### config.mk
export PLATFORM = sky130hd
export DESIGN_NAME = edp_packet_deframer_top
export DESIGN_NICKNAME = d
export VERILOG_FILES = /design/src/hdl/edpd_pkg.sv /design/src/hdl/edpd_classify.sv /design/src/hdl/edp_packet_deframer_top.sv
export SDC_FILE = /design/constraint.sdc
export NUM_CORES = 1
export LEC_CHECK = 0
export ABC_CLOCK_PERIOD_IN_PS = 10600
export BUFFER_PORTS_ARGS = -buffer_cell sky130_fd_sc_hd__clkbuf_2
export CORE_MARGIN = 4
export CORE_UTILIZATION = 53
export CTS_CLUSTER_SIZE = 8
export DETAILED_ROUTE_END_ITERATION = 8
export GPL_ROUTABILITY_DRIVEN = 0
export PLACE_DENSITY_LB_ADDON = 0.1
export SLEW_MARGIN = 10
export SYNTH_ARGS = -nofsm -noshare
export SYNTH_HDL_FRONTEND = slang
export SYNTH_HIERARCHICAL = 1
export SYNTH_SLANG_ARGS = --single-unit
### constraint.sdc
create_clock -name clk_i -period 10.6 [get_ports clk_i]
set_input_delay 0.53 -clock clk_i [delete_from_list [all_inputs] [get_ports clk_i]]
set_output_delay 0.53 -clock clk_i [all_outputs]
set_load 0.03 [all_outputs]
### src/hdl/edpd_pkg.sv
// Shared types and constants for the packet deframer.
package edpd_pkg;

  // Most length bytes a packet header may carry
  localparam int unsigned MaxLenBytes = 4;

  localparam logic [7:0] PingTypeByte = 8'hD0;

  // Total lengths of the checked packet kinds
  localparam logic [28:0] ConnectTotal = 29'd4;
  localparam logic [28:0] CloseTotal   = 29'd3;
  localparam logic [28:0] PingTotal    = 29'd2;

  // Packet byte positions of the code byte, counting the type byte as 0
  localparam logic [2:0] ConnectCodePos = 3'd3;
  localparam logic [2:0] CloseCodePos   = 3'd2;

  // Register indexes
  localparam logic [1:0] CfgConnect = 2'd0;
  localparam logic [1:0] CfgClose   = 2'd1;
  localparam logic [1:0] CfgPing    = 2'd2;

  localparam logic [7:0] CfgConnectRst = 8'd32;
  localparam logic [7:0] CfgCloseRst   = 8'd64;
  localparam logic [7:0] CfgPingRst    = 8'd208;

  typedef enum logic [3:0] {
    ST_UNCHECKED   = 4'd0,
    ST_LEN_ERR     = 4'd1,
    ST_CONNECT_OK  = 4'd2,
    ST_AUTH_FAIL   = 4'd3,
    ST_CONNECT_BAD = 4'd4,
    ST_CLOSE       = 4'd5,
    ST_CLOSE_BAD   = 4'd6,
    ST_PING_OK     = 4'd7,
    ST_PING_BAD    = 4'd8
  } status_e;

  typedef struct packed {
    logic [7:0] connect_code;
    logic [7:0] close_code;
    logic [7:0] ping_code;
  } cfg_t;

  // Result word, last field in the low bits
  typedef struct packed {
    logic [2:0]  payload_start;
    logic [28:0] pkt_bytes;
    logic [27:0] rem_bytes;
    logic [7:0]  ret_code;
    status_e     status;
    logic [7:0]  pkt_type;
  } result_t;

endpackage

### src/hdl/edpd_classify.sv
// Length check and status code for a finished packet.
module edpd_classify (
  input  edpd_pkg::cfg_t    cfg_i,
  input  logic [7:0]        pkt_type_i,
  input  logic [28:0]       pkt_bytes_i,
  input  logic [7:0]        code_i,
  output edpd_pkg::status_e status_o,
  output logic [7:0]        ret_code_o
);

  always_comb begin
    status_o   = edpd_pkg::ST_UNCHECKED;
    ret_code_o = '0;
    // connect wins over close, close over ping when codes overlap
    priority if (pkt_type_i == cfg_i.connect_code) begin
      if (pkt_bytes_i == edpd_pkg::ConnectTotal) begin
        ret_code_o = code_i;
        status_o   = (code_i != '0) ? edpd_pkg::ST_AUTH_FAIL : edpd_pkg::ST_CONNECT_OK;
      end else begin
        status_o = edpd_pkg::ST_CONNECT_BAD;
      end
    end else if (pkt_type_i == cfg_i.close_code) begin
      if (pkt_bytes_i == edpd_pkg::CloseTotal) begin
        ret_code_o = code_i;
        status_o   = edpd_pkg::ST_CLOSE;
      end else begin
        status_o = edpd_pkg::ST_CLOSE_BAD;
      end
    end else if (pkt_type_i == cfg_i.ping_code) begin
      status_o = (pkt_bytes_i == edpd_pkg::PingTotal && pkt_type_i == edpd_pkg::PingTypeByte)
               ? edpd_pkg::ST_PING_OK : edpd_pkg::ST_PING_BAD;
    end else begin
      status_o = edpd_pkg::ST_UNCHECKED;
    end
  end

endmodule

### src/hdl/edp_packet_deframer_top.sv
// Top level of the variable-length packet deframer.
// Timing: a byte is held in the input register before it is processed; the result word
//   is registered in the result register when the byte ending its packet is processed.
// Throughput: one byte per cycle; a result word held by m_axis_tready low stalls s_axis.
// Reset: rst_ni clears the handshake state and the framing phase, and loads the
//   type code registers with 32, 64 and 208.
module edp_packet_deframer_top (
  input  logic        clk_i,
  input  logic        rst_ni,
  // configuration write port
  input  logic        cfg_we_i,
  input  logic [1:0]  cfg_idx_i,
  input  logic [7:0]  cfg_wdata_i,
  // received byte stream
  input  logic        s_axis_tvalid,
  output logic        s_axis_tready,
  input  logic [7:0]  s_axis_tdata,   // [7:0] rx_byte
  // finished packet reports
  output logic        m_axis_tvalid,
  input  logic        m_axis_tready,
  output logic [79:0] m_axis_tdata    // [7:0] pkt_type, [11:8] status, [19:12] ret_code,
                                      // [47:20] remaining length, [76:48] total length,
                                      // [79:77] payload_start
);

  typedef enum logic [1:0] {
    PH_TYPE = 2'd0,
    PH_LEN  = 2'd1,
    PH_PAY  = 2'd2
  } phase_e;

  // ---------------------------------------------------------------------------
  // Type code registers
  // ---------------------------------------------------------------------------
  edpd_pkg::cfg_t cfg_q;

  always_ff @(posedge clk_i or negedge rst_ni) begin
    if (!rst_ni) begin
      cfg_q.connect_code <= edpd_pkg::CfgConnectRst;
      cfg_q.close_code   <= edpd_pkg::CfgCloseRst;
      cfg_q.ping_code    <= edpd_pkg::CfgPingRst;
    end else if (cfg_we_i) begin
      if (cfg_idx_i == edpd_pkg::CfgConnect) cfg_q.connect_code <= cfg_wdata_i;
      if (cfg_idx_i == edpd_pkg::CfgClose)   cfg_q.close_code   <= cfg_wdata_i;
      if (cfg_idx_i == edpd_pkg::CfgPing)    cfg_q.ping_code    <= cfg_wdata_i;
    end
  end

  // ---------------------------------------------------------------------------
  // Input register and handshake
  // A byte in the input register is processed when the result register is
  // free or being drained this cycle.
  // ---------------------------------------------------------------------------
  logic       in_valid_q;
  logic [7:0] in_byte_q;
  logic       out_valid_q;
  edpd_pkg::result_t out_q;
  logic       proc;

  assign proc          = in_valid_q && (!out_valid_q || m_axis_tready);
  assign s_axis_tready = !in_valid_q || proc;

  always_ff @(posedge clk_i or negedge rst_ni) begin
    if (!rst_ni) begin
      in_valid_q <= 1'b0;
    end else if (s_axis_tready) begin
      in_valid_q <= s_axis_tvalid;
    end
  end

  always_ff @(posedge clk_i) begin
    if (s_axis_tready && s_axis_tvalid) begin
      in_byte_q <= s_axis_tdata;
    end
  end

  // ---------------------------------------------------------------------------
  // Framing state
  // ---------------------------------------------------------------------------
  phase_e      phase_q, phase_d;
  logic [7:0]  type_q, type_d;
  logic [2:0]  len_cnt_q, len_cnt_d;
  logic [27:0] accum_q, accum_d;
  logic [27:0] left_q, left_d;
  logic [2:0]  idx_q, idx_d;
  logic [7:0]  code_q, code_d;

  logic [27:0] len_group;
  logic        emit_ok, emit_err;
  logic [28:0] pkt_bytes;
  logic        is_connect, is_close;
  edpd_pkg::status_e cls_status;
  logic [7:0]  cls_ret_code;

  assign is_connect = (type_q == cfg_q.connect_code);
  assign is_close   = (type_q == cfg_q.close_code);

  // 7-bit length group placed at its position, least significant group first
  always_comb begin
    unique case (len_cnt_q[1:0])
      2'd0:    len_group = {21'd0, in_byte_q[6:0]};
      2'd1:    len_group = {14'd0, in_byte_q[6:0], 7'd0};
      2'd2:    len_group = {7'd0, in_byte_q[6:0], 14'd0};
      default: len_group = {in_byte_q[6:0], 21'd0};
    endcase
  end

  always_comb begin
    phase_d   = phase_q;
    type_d    = type_q;
    len_cnt_d = len_cnt_q;
    accum_d   = accum_q;
    left_d    = left_q;
    idx_d     = idx_q;
    code_d    = code_q;
    emit_ok   = 1'b0;
    emit_err  = 1'b0;
    unique case (phase_q)
      PH_LEN: begin
        accum_d   = accum_q + len_group;
        len_cnt_d = len_cnt_q + 3'd1;
        if (idx_q != 3'd7) idx_d = idx_q + 3'd1;
        if (in_byte_q[7]) begin
          if (len_cnt_d >= 3'(edpd_pkg::MaxLenBytes)) begin
            emit_err = 1'b1;
            phase_d  = PH_TYPE;
          end
        end else if (accum_d == '0) begin
          // empty payload ends the packet here
          emit_ok = 1'b1;
          phase_d = PH_TYPE;
        end else begin
          left_d  = accum_d;
          phase_d = PH_PAY;
        end
      end
      PH_PAY: begin
        if (idx_q != 3'd7) idx_d = idx_q + 3'd1;
        priority if (is_connect) begin
          if (idx_d == edpd_pkg::ConnectCodePos) code_d = in_byte_q;
        end else if (is_close) begin
          if (idx_d == edpd_pkg::CloseCodePos) code_d = in_byte_q;
        end else begin
          code_d = code_q;
        end
        left_d = left_q - 28'd1;
        if (left_d == '0) begin
          emit_ok = 1'b1;
          phase_d = PH_TYPE;
        end
      end
      default: begin
        // type byte; the unused phase code lands here as well
        type_d    = in_byte_q;
        len_cnt_d = '0;
        accum_d   = '0;
        left_d    = '0;
        idx_d     = '0;
        code_d    = '0;
        phase_d   = PH_LEN;
      end
    endcase
  end

  assign pkt_bytes = {1'b0, accum_d} + {26'd0, len_cnt_d} + 29'd1;

  edpd_classify u_classify (
    .cfg_i       (cfg_q),
    .pkt_type_i  (type_q),
    .pkt_bytes_i (pkt_bytes),
    .code_i      (code_d),
    .status_o    (cls_status),
    .ret_code_o  (cls_ret_code)
  );

  always_ff @(posedge clk_i or negedge rst_ni) begin
    if (!rst_ni) begin
      phase_q <= PH_TYPE;
    end else if (proc) begin
      phase_q <= phase_d;
    end
  end

  always_ff @(posedge clk_i) begin
    if (proc) begin
      type_q    <= type_d;
      len_cnt_q <= len_cnt_d;
      accum_q   <= accum_d;
      left_q    <= left_d;
      idx_q     <= idx_d;
      code_q    <= code_d;
    end
  end

  // ---------------------------------------------------------------------------
  // Result register
  // ---------------------------------------------------------------------------
  always_ff @(posedge clk_i or negedge rst_ni) begin
    if (!rst_ni) begin
      out_valid_q <= 1'b0;
    end else if (proc) begin
      out_valid_q <= emit_ok || emit_err;
    end else if (m_axis_tready) begin
      out_valid_q <= 1'b0;
    end
  end

  always_ff @(posedge clk_i) begin
    if (proc && (emit_ok || emit_err)) begin
      out_q.pkt_type  <= type_q;
      out_q.rem_bytes <= accum_d;
      if (emit_err) begin
        out_q.status        <= edpd_pkg::ST_LEN_ERR;
        out_q.ret_code      <= '0;
        out_q.pkt_bytes     <= '0;
        out_q.payload_start <= '0;
      end else begin
        out_q.status        <= cls_status;
        out_q.ret_code      <= cls_ret_code;
        out_q.pkt_bytes     <= pkt_bytes;
        out_q.payload_start <= len_cnt_d + 3'd1;
      end
    end
  end

  assign m_axis_tvalid = out_valid_q;
  assign m_axis_tdata  = out_q;

`ifndef NO_ASSERTIONS
  // A good packet's total length is its remaining length plus the header
  a_pkt_bytes: assert property (@(posedge clk_i) disable iff (!rst_ni)
    (out_valid_q && out_q.status != edpd_pkg::ST_LEN_ERR) |->
      (out_q.pkt_bytes == {1'b0, out_q.rem_bytes} + {26'd0, out_q.payload_start}))
    else $error("total length does not match remaining length plus header");

  // A length overflow report carries no length or offset
  a_err_zero: assert property (@(posedge clk_i) disable iff (!rst_ni)
    (out_valid_q && out_q.status == edpd_pkg::ST_LEN_ERR) |->
      (out_q.pkt_bytes == '0 && out_q.payload_start == '0 && out_q.ret_code == '0))
    else $error("length error report with nonzero fields");

  // Payload phase always has bytes still to come
  a_pay_left: assert property (@(posedge clk_i) disable iff (!rst_ni)
    (phase_q == PH_PAY) |-> (left_q != '0))
    else $error("payload phase with nothing left");

  // Length byte count never runs past the limit
  a_len_cnt: assert property (@(posedge clk_i) disable iff (!rst_ni)
    (phase_q == PH_LEN) |-> (len_cnt_q < 3'(edpd_pkg::MaxLenBytes)))
    else $error("length byte count past limit");
`endif

endmodule
# Yosys cells after proc, flatten, opt, wreduce, memory -nomap -nowiden
# Cells that the tools add are included.
# totals
ff_bits,194
latch_bits,0
mem_bits_rw,0
mem_bits_ro,0
inputBits,23
out_inout_bits,82
word_cells,109
memories,0
# op_classes
add_sub_neg,7
n_mul,0
div_mod_pow,0
order_cmp,1
n_eq_ne,20
n_shift,0
muxes,39
bitwise_logic,1
n_reduce_logical,22
# op_table
op,count
$pmux 28 s2,2
$pmux 28 s3,1
$mux 8,8
$eq 29x2->1 const B,2
$logic_not 28->1,2
$mux 28,2
$add 28x3->29,1
$add 29x1->29 const B,1
$eq 29x3->1 const B,1
$add 28x28->28,1
$sub 28x1->28 const B,1
$eq 8x8->1,3
$mux 4,5
$pmux 8 s2,1
$pmux 3 s2,2
$mux 2,5
$add 3x1->3 const B,3
$mux 1,9
$eq 8x8->1 const B,1
$reduce_and 2->1,4
$reduce_bool 8->1,1
$eq 2x1->1 const B,3
$eq 2x2->1 const B,3
$eq 3x2->1 const B,2
14 further kinds,26

# Depth between registers and ports, before layout
# Gate-level depths: netlist (run 1).
# logic_depth
depth_word,12
depth_mapped,24
mapped_depth_nobuf,21

# By module
# Netlist (run 1), hierarchy kept.
# by_module_without_submodules
module,instances,cells_each,area_each_um2,seq_area_each_um2
edp_packet_deframer_top,1,1028,11182.0,5691.7
edpd_classify,1,80,599.3,0.0

# Least setup slack after synthesis (run 1)
# Ideal clock, no wire load.
# synth_timing
path_type,register to register
startpoint,reg len_cnt_q[0]
endpoint,"reg out_q, in the netlist m_axis_tdata[0] (enable)"
setup_ns,0.545
t_arrival_ns,7.619
t_required_ns,10.055
slack_ns,2.436
path_stages_with_launch,15
path_buffers,1
synth_period_minus_slack_ns,8.164
path_cell_list,edfxtp_1 ha_1 nor2b_1 and2_1 ha_1 clkbuf_1 a21oi_1 o21ai_0 a221oi_1 o21ai_0 xnor2_1 or3b_2 nor4_1 nand3_1 a21oi_1
# synth_between
elab_chain_cells,9
word_cells_on_any_way,16
cone_classes,add/sub (2); order compare (1); eq/ne (2); mux (7); reduce/logical (4)
# synth_rtl
item,line,rtl
"start, declared",edp_packet_deframer_top.sv:82,"logic [2:0] len_cnt_q, len_cnt_d;"
"start signal, assigned",edp_packet_deframer_top.sv:187,len_cnt_q <= len_cnt_d;
"$eq 2x2->1, or another cell as far along",edp_packet_deframer_top.sv:100,unique case (len_cnt_q[1:0])
$pmux 28 s3,edp_packet_deframer_top.sv:100,
$add 28x28->28,edp_packet_deframer_top.sv:120,accum_d = accum_q + len_group;
$logic_not 28->1,edp_packet_deframer_top.sv:128,end else if (accum_d == '0) begin
$mux 1,edp_packet_deframer_top.sv:128,
$mux 1,edp_packet_deframer_top.sv:123,if (in_byte_q[7]) begin
$pmux 1 s2,edp_packet_deframer_top.sv:118,unique case (phase_q)
$logic_or 1x1->1 *,edp_packet_deframer_top.sv:209,if (proc && (emit_ok || emit_err)) begin
$logic_and 1x1->1 *,edp_packet_deframer_top.sv:209,
"end, declared",edp_packet_deframer_top.sv:57,edpd_pkg::result_t out_q;
# Mark *: on every way between the ends. The rest lies on a longest branch, timed or not.
# A chain may end at the register's enable or synchronous reset.

# Final worst setup path (run 1)
# layout_timing
startpoint,reg phase_q[0]
endpoint,"reg out_q, in the netlist m_axis_tdata[9], data pin"
# layout_between
elab_chain_cells,10
word_cells_on_any_way,17
cone_classes,add/sub (2); eq/ne (5); mux (9); reduce/logical (1)
# layout_rtl
item,line,rtl
"start, declared",edp_packet_deframer_top.sv:80,"phase_e phase_q, phase_d;"
"start signal, assigned",edp_packet_deframer_top.sv:180,phase_q <= phase_d;
$eq 2x2->1 or $eq 2x1->1 (tied branches),edp_packet_deframer_top.sv:118,
$pmux 3 s2 *,edp_packet_deframer_top.sv:118,
via len_cnt_d[1],edp_packet_deframer_top.sv:82,
$add 28x3->29 *,edp_packet_deframer_top.sv:165,"assign pkt_bytes = {1'b0, accum_d} + {26'd0, len_cnt_d} + 29'd1;"
$add 29x1->29 *,edp_packet_deframer_top.sv:165,
via pkt_bytes[23],edp_packet_deframer_top.sv:90,logic [28:0] pkt_bytes;
$eq 29x2->1,edpd_classify.sv:30,status_o = (pkt_bytes_i == edpd_pkg::PingTotal && pkt_type_i == edpd_pkg::PingTypeByte)
$logic_and 1x1->1,edpd_classify.sv:30,
$mux 4,edpd_classify.sv:31,? edpd_pkg::ST_PING_OK : edpd_pkg::ST_PING_BAD;
$mux 4,edpd_classify.sv:29,end else if (pkt_type_i == cfg_i.ping_code) begin
$mux 4,edpd_classify.sv:22,end else if (pkt_type_i == cfg_i.close_code) begin
$mux 4 *,edpd_classify.sv:15,priority if (pkt_type_i == cfg_i.connect_code) begin
via cls_status[1],edp_packet_deframer_top.sv:92,edpd_pkg::status_e cls_status;
# Mark *: on every way through the listed nets, which the timed path passes. The rest lies on a longest branch.

==> results.json, run 1 <==
{
  "rows": 54,
  "cp_slowest_cell": "ha_1",
  "core_sq_um": 21820,
  "overflow": 0,
  "powerDensity_nw_per_um2": 284.6,
  "switching_share_pct": 45.05,
  "crit_chain": "inv_1, ha_1, inv_1, nand2_1, o21ai_0, ha_1, a21o_1, a21oi_1, nor4_1, nor4bb_1, nor4b_2, and3_1, nor2_1, nor4_1, nand4_1, or2_2, o21ai_0, and3b_1, nor2b_1",
  "placed_area_sq_um": 12590,
  "ys.flop_type": "edfxtp_1",
  "dieArea_sq_um": 24680,
  "worstMarginPinSlew_ns": 1.106,
  "h-tree-depth": 4,
  "grt_usage_pct": 26.77,
  "critPathCaptureType": "flop",
  "num_vias": 9387,
  "cts_hold_buf": 0,
  "power_frac_seq_pct": 34.5,
  "crit_type": "flop to flop",
  "synth-compound-area-share_pct": 14.58,
  "maxSlewViolCount": 0,
  "synth_top_family_by_area": "simple AND/OR/NAND/NOR gates",
  "cts_tree": "done",
  "rsz0062_at_grt": "no",
  "p_switching_uw": 1690,
  "reg2reg_from": "phase_q[0]$_DFFE_PN0P_",
  "remaining_drc_errors": 0,
  "nNetsFinal": 1271,
  "start_util_pct": 53.98,
  "cts.sinks": 194,
  "portBuffers": 104,
  "first_iter_violations": 791,
  "wl_um": 33010,
  "synthXorXnorAreaFrac_pct": 7.434,
  "r2r-end": "m_axis_tdata[9]$_SDFFCE_PP0P_",
  "post-route-min-period_ns": 7.204,
  "clockRootBuffer": "clkbuf_16",
  "reg2regPathDepth": 19,
  "die_y_um": 157.1,
  "timing.final.hold_violations": 0,
  "nFillCells": 1878,
  "antennaDiodeCount": 0,
  "cts_post_setup_buffers_inserted": 0,
  "via_per_inst": 6.271,
  "cp_max_fo": 27,
  "clk_pin_slew_ns": 0.08,
  "finClkSkew_ns": 0.02083,
  "cpPeakStageDelay_ns": 0.83,
  "boundaryPins": 105,
  "area_delta_synth_final_pct": 11.93,
  "synthAdderAreaFrac_pct": 4.800,
  "synth_nets": 1175,
  "die_w_um": 157.1,
  "required_ns": 10.90,
  "ys_seq_area_share_pct": 48.31,
  "wl_per_cell_um": 22.05,
  "finalSetupViolCount": 0,
  "synth_area_leaders": "edfxtp_1, dfrtp_1, ha_1",
  "grt_max_degree": 43,
  "avgSynthCellArea_sq_um": 10.63,
  "antenna_found_initial": 1,
  "cp-start-kind": "flop",
  "p_comb_share_pct": 48.0,
  "syn_inst": 1108,
  "insertion_delay_ns": 0.45,
  "synth_area_sq_um": 11780,
  "final_cell_area_sq_um": 13190,
  "yosys.area_share.simple_pct": 19.50,
  "max_cap_viol_count": 0,
  "synth-seq-cells": 194,
  "muxShareOfSynthArea_pct": 2.995,
  "timing.hold.ws_ns": 0.1490,
  "synth-edff-count": 166,
  "vdd_drop_max_uv": 138.7,
  "worst_ep_arrival_time_ns": 7.51,
  "synth.top_cell.area_share_pct": 42.31,
  "grt_first_pass_wirelength_um": 50880,
  "cts_buffer_depth": 2,
  "async_reset_ff_share_pct": 14.43,
  "postCtsResizedCells": 0,
  "clock_power_share_pct": 17.5,
  "p_leak_uw": 0.005012,
  "ys_types": 83,
  "status": "complete, no violations",
  "area.sequential_sq_um": 5692,
  "yosys_warnings": 6,
  "antenna_left": 0,
  "hpwl_um": 24190,
  "hold_class": "input pin to async pin",
  "finalSetupTns_ns": 0,
  "synth.largest_area_cell": "edfxtp_1",
  "grt_pass1_vias": 8936,
  "multi_input_area_sq_um": 5826,
  "internal_power_uw": 2062,
  "fin_crit_sh_pct": 67.97,
  "first_pass_iters": 5,
  "rrSetupSlack_ns": 3.40,
  "slew_headroom_pct": 25.60,
  "numCtsBuffers": 17,
  "max_freq_mhz": 138.8,
  "drive_above_1_share_pct": 16.84
}
[synthesized netlist by cell type (all sizes together) (4+ instances only)]
cell type / instances
edfxtp: 166
nand2: 90
nor2: 59
o21ai: 59
a21oi: 53
xor2: 52
xnor2: 48
ha: 42
and2: 38
nor4: 36
nor3: 32
clkbuf: 30
inv: 29
mux2: 26
nand3: 26
nor2b: 24
dfrtp: 23
o21a: 22
nand4: 19
and3: 18
or3: 17
a22o: 13
a22oi: 10
buf: 10
a31oi: 9
nand3b: 9
nor4b: 9
a211oi: 8
a21o: 8
nand2b: 8
o22ai: 7
or4: 7
mux2i: 6
o211ai: 6
o31ai: 6
or2: 6
a221oi: 5
dfstp: 5
nand4b: 5
a211o: 4
and4: 4
[worst max path at each step]
stage                                 startpoint                       endpoint  slack (ns)  cells after the start
final                     phase_q[0]$_DFFE_PN0P_  m_axis_tdata[9]$_SDFFCE_PP0P_        3.40                     19
after global routing      phase_q[0]$_DFFE_PN0P_  m_axis_tdata[9]$_SDFFCE_PP0P_        3.08                     19
after CTS                 phase_q[0]$_DFFE_PN0P_  m_axis_tdata[9]$_SDFFCE_PP0P_        3.57                     19
after detailed placement  phase_q[0]$_DFFE_PN0P_  m_axis_tdata[9]$_SDFFCE_PP0P_        3.57                     19
after global placement    phase_q[0]$_DFFE_PN0P_  m_axis_tdata[9]$_SDFFCE_PP0P_        3.87                     19
after floorplan           len_cnt_q[0]$_DFFE_PP_      m_axis_tdata[0]$_DFFE_PP_        2.44                     14
[stage by stage]
stage / setup slack [ns] / utilization [%] / power [uW] / cells
after detailed placement: 3.572 / 57.71 / 3051 / 1465
after floorplan: 2.436 / - / 2529 / 1108
after CTS: 3.569 / 60.42 / 3725 / 1497
after global placement: 3.867 / 57.71 / 3032 / 1465
after global routing: 3.082 / 60.42 / 3973 / 1497
final: 3.396 / 60.42 / 3752 / 1497
[worst max-delay path, delay by kind of cell (launching register included)]
kind / cells / cell delay, ns
buffers and inverters: 2 / 0.40
adders and majority gates: 2 / 1.23
AOI/OAI and AO/OA: 4 / 0.81
and+or+nand+nor: 11 / 4.25
DFF: 1 / 0.37
[power by group through the flow]
| stage | sequential (uW) | combinational (uW) | clock, uW |
|---|---|---|---|
| after CTS | 1290 | 1760 | 668 |
| after detailed placement | 1310 | 1740 | 0 |
| final | 1300 | 1800 | 658 |
| after floorplan | 1320 | 1210 | 0 |
| after global routing | 1320 | 1960 | 696 |
| after global placement | 1300 | 1730 | 0 |
[sequential cells by signal, indices dropped and copies added (netlist names)]
name,count
code_q,8
m_axis_tdata,80
in_byte_q,8
type_q,8
phase_q,2
in_valid_q,1
left_q,28
idx_q,3
accum_q,28
m_axis_tvalid,1
cfg_q,24
len_cnt_q,3
[layer usage]
layer	track usage, %	wire length (um)	vias up
met2	38.61	13960	390
met4	7.661	783	2
met5	0	13	-
met3	5.746	2992	53
li1	-	-	4402
met1	40.86	15260	4540
[layout by cell type (no fill, tap or decap), types with 33 or more instances in the layout]
cell	synthesis	layout
ha_1	42	42
xor2_1	52	52
and2_1	38	38
nor4_1	33	33
xnor2_1	48	48
clkbuf_2	0	104
o21ai_0	56	56
edfxtp_1	166	166
nand2_1	90	90
a21oi_1	53	52
nor2_1	59	57
[area by class of cell]
class                           count  area share [%]
Clock buffer                       18           3.255
Tap cell                          280           2.657
Timing Repair Buffer              117           4.687
Sequential cell                   194           43.16
Clock inverter                     14           1.234
Multi-Input combinational cell    845           44.18
Inverter                           29          0.8255
[logic make-up (layout without fill, tap and decap cells)]
logic type	after synthesis	after routing
muxes	32	32
adders and majority gates	44	44
DFF	194	194
and+or+nand+nor	417	417
buffers and inverters	69	178
xor gates and xnor gates	100	100
AOI/OAI and AO/OA	252	252
Note: power is estimated with default switching activity, not from simulation.
==> run 2, diff against run 1 <==
--- a/config.mk
+++ b/config.mk
@@ -5,7 +5,8 @@
 export SDC_FILE = /design/constraint.sdc
 export NUM_CORES = 1
 export LEC_CHECK = 0
-export ABC_CLOCK_PERIOD_IN_PS = 10600
+export ABC_AREA = 1
+export ABC_CLOCK_PERIOD_IN_PS = 6500
 export BUFFER_PORTS_ARGS = -buffer_cell sky130_fd_sc_hd__clkbuf_2
 export CORE_MARGIN = 4
 export CORE_UTILIZATION = 53
==> constraint.sdc (replaced) <==
create_clock -name clk_i -period 6.5 [get_ports clk_i]
set_input_delay 0.325 -clock clk_i [delete_from_list [all_inputs] [get_ports clk_i]]
set_output_delay 0.325 -clock clk_i [all_outputs]
set_load 0.03 [all_outputs]
==> run 2 against run 1 <==
Compared with the run above: sequential power rose by 56%; area after synthesis is 10% higher; combinational power increased by 69%; routed wire length up 9.9%; design area rose by 10%; clock skew about the same; utilization down 0.53 points; register-to-register slack got worse by 2.5 ns; non-clock buffer count fell by 5; sequential share of layout area decreased by 4.0 points; clock power grew 72%; critical path type unchanged.
==> results.json, run 2 <==
{
  "first_pass_iters": 5,
  "start_util_pct": 53.67,
  "via_per_inst": 5.258,
  "gr-usage-met2_pct": 41.50,
  "finClkSkew_ns": 0.02037,
  "cts_post_setup_buffers_inserted": 0,
  "final_cells": 2136,
  "antennaDiodeCount": 0,
  "hold_class": "input pin to flop",
  "dieArea_sq_um": 27130,
  "yosysMostFrequentCell": "nand2_1",
  "cpPeakStageDelay_ns": 0.69,
  "finalPower_uw": 6214,
  "reg2reg_from": "len_cnt_q[0]$_DFFE_PP_",
  "finalSetupTns_ns": 0,
  "ys_seq_area_share_pct": 43.73,
  "clockRootBuffer": "clkbuf_16",
  "crit_type": "flop to flop",
  "ys.flop_type": "edfxtp_1",
  "final_cell_area_sq_um": 14520,
  "slew_headroom_pct": 27.51,
  "drive_above_1_share_pct": 14.02,
  "hp-start": "s_axis_tdata[4]",
  "synth-edff-count": 166,
  "clk_pin_slew_ns": 0.09,
  "grt_max_degree": 45,
  "max_freq_mhz": 178.8,
  "remaining_drc_errors": 0,
  "cts_buffer_depth": 2,
  "powerDensity_nw_per_um2": 427.8,
  "worst_ep_arrival_time_ns": 5.91,
  "grtUsageMet3_pct": 4.243,
  "syn_inst": 1696,
  "layout_setup_ws_ns": 0.9077,
  "core_sq_um": 24250,
  "synth.largest_area_cell": "edfxtp_1",
  "dp_slack_ns": 1.052,
  "fin_crit_sh_pct": 86.04,
  "antenna_found_initial": 0,
  "cp_common_cell": "inv_1",
  "critPathCaptureType": "flop",
  "num_vias": 11231,
  "final_common_cell": "nand2_1",
  "first_iter_violations": 1047,
  "synth_nets": 1763,
  "dp_cells": 2103,
  "insertion_delay_ns": 0.46,
  "p_leak_uw": 0.006976,
  "rows": 57,
  "grt_usage_pct": 27.04,
  "global_route.usage.met1_pct": 39.38,
  "required_ns": 6.82,
  "rsz0062_at_grt": "no",
  "grt.busiest_layer": "met2",
  "grt_first_pass_wirelength_um": 56300,
  "wl_um": 36270,
  "synth_area_leaders": "edfxtp_1, nand2_1, inv_1",
  "synth_area_sq_um": 13010,
  "die_y_um": 164.7,
  "numCtsBuffers": 17,
  "final_cell_mix": "nand2_1, inv_1, nor2_1",
  "timing.final.hold_violations": 0,
  "cp_max_fo": 9,
  "maxSlewViolCount": 0,
  "finalSetupViolCount": 0,
  "cp-start-kind": "flop",
  "cp_slowest_cell": "o21ai_0",
  "area_delta_synth_final_pct": 11.59,
  "placed_area_sq_um": 13880,
  "yosys_warnings": 6,
  "grt_pass1_vias": 10488,
  "boundaryPins": 105,
  "max_cap_viol_count": 0,
  "post-route-min-period_ns": 5.592,
  "cts_hold_buf": 1,
  "h-tree-depth": 4,
  "ys_types": 47,
  "die_w_um": 164.7,
  "cts.sinks": 194,
  "postCtsResizedCells": 0,
  "overflow": 0,
  "hpwl_um": 28010,
  "avgSynthCellArea_sq_um": 7.674,
  "largest_register_ffs": 80,
  "wl_per_cell_um": 16.98,
  "antenna_left": 0,
  "worstMarginPinSlew_ns": 1.086,
  "nNetsFinal": 1866,
  "startpoint": "len_cnt_q[0]$_DFFE_PP_",
  "vdd_drop_max_uv": 175.3,
  "synth-seq-cells": 194,
  "portBuffers": 104,
  "synth.top_cell.area_share_pct": 38.30,
  "async_reset_ff_share_pct": 14.43,
  "cts_tree": "done",
  "status": "complete, no violations",
  "synth_common_cells": "nand2_1, inv_1, nor2_1"
}
## run 2: path summary, 6_finish.rpt
path	to	slack, ns	depth (start not counted)
setup / recovery	m_axis_tdata[13]$_SDFFCE_PP0P_	0.91	32
max in group asynchronous	cfg_q[10]$_DFFE_PN0P_	5.59	2
setup reg to reg	m_axis_tdata[13]$_SDFFCE_PP0P_	0.91	32
hold / removal	in_byte_q[4]$_DFFE_PP_	0.05	1
hold reg to reg	cfg_q[4]$_DFFE_PN1P_	0.50	2
min in group asynchronous	cfg_q[5]$_DFFE_PN0P_	0.44	2
## run 2: cell families after synthesis
kind of cell / Yosys count / synth area share, %
simple gates: 942 / 32.25
buf+inv: 316 / 9.229
flops: 194 / 43.73
compound gates: 134 / 5.826
xor+xnor: 66 / 4.615
fa+ha+maj: 44 / 4.345
## run 2: where the power goes
part / internal (uW) / switching [uW] / leakage, uW
registers: 1790 / 237 / 0.00192
logic: 879 / 2170 / 0.00475
clock network: 537 / 598 / 0.000301
total: 3210 / 3000 / 0.00698
## run 2: through the flow
step	utilization (%)	hold WS (ns)
detailed placement	57.25	0.4186
finish	59.90	0.04553
global route	59.90	0.03860
floorplan	-	0.02941
global placement	57.25	0.4148
CTS	59.90	0.04387
## run 2: final cells by class
class                   count  area (sq um)
fillers                  2221          9724
inverters                 288          1082
clock inverters            15         206.4
multi-input cells        1186          6130
well taps                 324         405.4
clock buffers              17         425.4
flip-flops and latches    194          5692
repair buffers            112         583.1
## run 2: metal layers
metal,vias to the layer above,share of wire [%]
met3,65,7.0
li1,5608,-
met2,442,44
met1,5116,46
met5,-,0
met4,0,2.8
## run 2: worst max-delay path: cells and delay by family, from the launching register on
kind | cells | cell delay [ns]
AO/OA/AOI/OAI | 2 | 0.88
buffers and inverters | 6 | 0.42
adder cells (fa/ha/maj) | 4 | 1.38
flip-flops | 1 | 0.52
AND/OR/NAND/NOR | 20 | 2.26
==> run 3, diff against run 2 <==
--- a/config.mk
+++ b/config.mk
@@ -6,9 +6,8 @@
 export NUM_CORES = 1
 export LEC_CHECK = 0
 export ABC_AREA = 1
-export ABC_CLOCK_PERIOD_IN_PS = 6500
 export BUFFER_PORTS_ARGS = -buffer_cell sky130_fd_sc_hd__clkbuf_2
-export CORE_MARGIN = 4
+export CORE_MARGIN = 1
 export CORE_UTILIZATION = 53
 export CTS_CLUSTER_SIZE = 8
 export DETAILED_ROUTE_END_ITERATION = 8
==> run 3 against run 2 <==
Compared with the run above: non-clock buffer count stayed put; clock-buffer cell count unchanged; sequential share of layout area about the same; critical endpoint unchanged.
==> results.json, run 3 (same netlist as run 2, synthesis figures left out) <==
{
  "status": "complete, no violations",
  "reg2reg_from": "phase_q[0]$_DFFE_PN0P_",
  "portBuffers": 104,
  "start_util_pct": 54.79,
  "dieArea_sq_um": 25190,
  "remaining_drc_errors": 0,
  "antennaDiodeCount": 0,
  "first_iter_violations": 990,
  "critPathCaptureType": "flop",
  "post-route-min-period_ns": 5.820,
  "area.sequential_sq_um": 5692,
  "max_cap_viol_count": 0,
  "slew_headroom_pct": 26.71,
  "cp_max_fo": 31,
  "crit_family": "simple AND/OR/NAND/NOR gates",
  "cp_slowest_cell": "o21ai_0",
  "hp-start": "s_axis_tdata[3]",
  "required_ns": 6.81,
  "layout_setup_ws_ns": 0.6798,
  "first_pass_iters": 5,
  "fin_crit_sh_pct": 89.54,
  "core_sq_um": 23750,
  "max_freq_mhz": 171.8,
  "overflow": 0,
  "p_leak_uw": 0.006970,
  "timing.final.hold_violations": 0,
  "die_w_um": 158.7,
  "boundaryPins": 105,
  "worstMarginPinSlew_ns": 1.098,
  "timing.hold.ws_ns": 0.06085,
  "cts_tree": "done",
  "critPathBufInv": 8,
  "finalSetupViolCount": 0,
  "numCtsBuffers": 17,
  "finalSetupTns_ns": 0,
  "drive_above_1_share_pct": 14.02,
  "worst_ep_arrival_time_ns": 6.13,
  "vdd_drop_max_uv": 241.7,
  "powerDensity_nw_per_um2": 426.0,
  "grt_usage_pct": 28.95,
  "clockRootBuffer": "clkbuf_16",
  "cp-start-kind": "flop",
  "maxSlewViolCount": 0,
  "die_y_um": 158.7,
  "crit_type": "flop to flop",
  "insertion_delay_ns": 0.45,
  "final_common_cell": "nand2_1",
  "cts_buffer_depth": 2,
  "nFillCells": 2163,
  "antenna_left": 0,
  "wl_um": 35890,
  "wl_per_cell_um": 16.84,
  "multi_input_area_sq_um": 6130,
  "h-tree-depth": 4,
  "finalPower_uw": 6180,
  "via_per_inst": 5.324,
  "hold_class": "input pin to flop",
  "finClkSkew_ns": 0.02703,
  "largest_register_ffs": 80,
  "final_cell_mix": "nand2_1, inv_1, nor2_1",
  "dp_slack_ns": 0.7165,
  "rsz0062_at_grt": "no",
  "grt_first_pass_wirelength_um": 56450,
  "cp_common_cell": "inv_1",
  "area_delta_synth_final_pct": 11.47,
  "grt_max_degree": 47,
  "nNetsFinal": 1866,
  "hpwl_um": 27740,
  "num_vias": 11345,
  "clk_pin_slew_ns": 0.09,
  "cts.sinks": 194,
  "rows": 56,
  "antenna_found_initial": 0,
  "cpPeakStageDelay_ns": 0.68,
  "startpoint": "phase_q[0]$_DFFE_PN0P_",
  "grt_pass1_vias": 10649
}
==> run 3: cell types whose count changed in the layout (fill, tap and decap cells not counted) <==
cell and delta:
buf_4 -1, inv_6 +1, inv_12 -2, buf_12 +1, inv_16 -1, clkinv_2 +1
clkinv_8 +1
==> run 3: path summary, 6_finish.rpt <==
kind                                             endpoint  slack [ns]  cells after the start
hold / removal                     in_byte_q[3]$_DFFE_PP_        0.06                      1
min in group asynchronous           cfg_q[22]$_DFFE_PN0P_        0.47                      2
max in group asynchronous           cfg_q[10]$_DFFE_PN0P_        5.56                      2
setup reg to reg           m_axis_tdata[13]$_SDFFCE_PP0P_        0.68                     31
hold reg to reg                      cfg_q[4]$_DFFE_PN1P_        0.51                      2
setup / recovery           m_axis_tdata[13]$_SDFFCE_PP0P_        0.68                     31
==> run 3: area by class of cell <==
cell class	instances	share of cell area [%]
multi-input combinational	1186	42.25
inverter	288	7.460
clock buffer	17	2.932
sequential	194	39.23
timing repair buffer	112	4.105
tap	319	2.751
clock inverter	15	1.268
==> run 3: power breakdown <==
part,switching (uW),total [uW],internal (uW)
Combinational,2160,3050,887
Clock,573,1100,524
Sequential,238,2030,1790
==> run 3: routing by layer <==
layer  GRT usage [%]  routed length [um]  vias to the layer above
met5               0                   0                        -
li1                -                   -                     5619
met4           10.55                1013                        0
met2           45.28               16070                      444
met1           40.33               15890                     5213
met3           4.859                2919                       69
==> run 3: metrics by stage <==
step	util, %	area, sq um	instances
after global placement	58.47	13890	2098
after detailed placement	58.47	13890	2098
after CTS	61.08	14510	2131
after global routing	61.08	14510	2131
after floorplan	-	13020	1696
final	61.08	14510	2131
==> run 3: what timing repair did <==
item,CTS,global route
hold buffers,1,0
buffers inserted,0,0
endpoints found under the hold margin,23,0
gates resized for setup,0,0
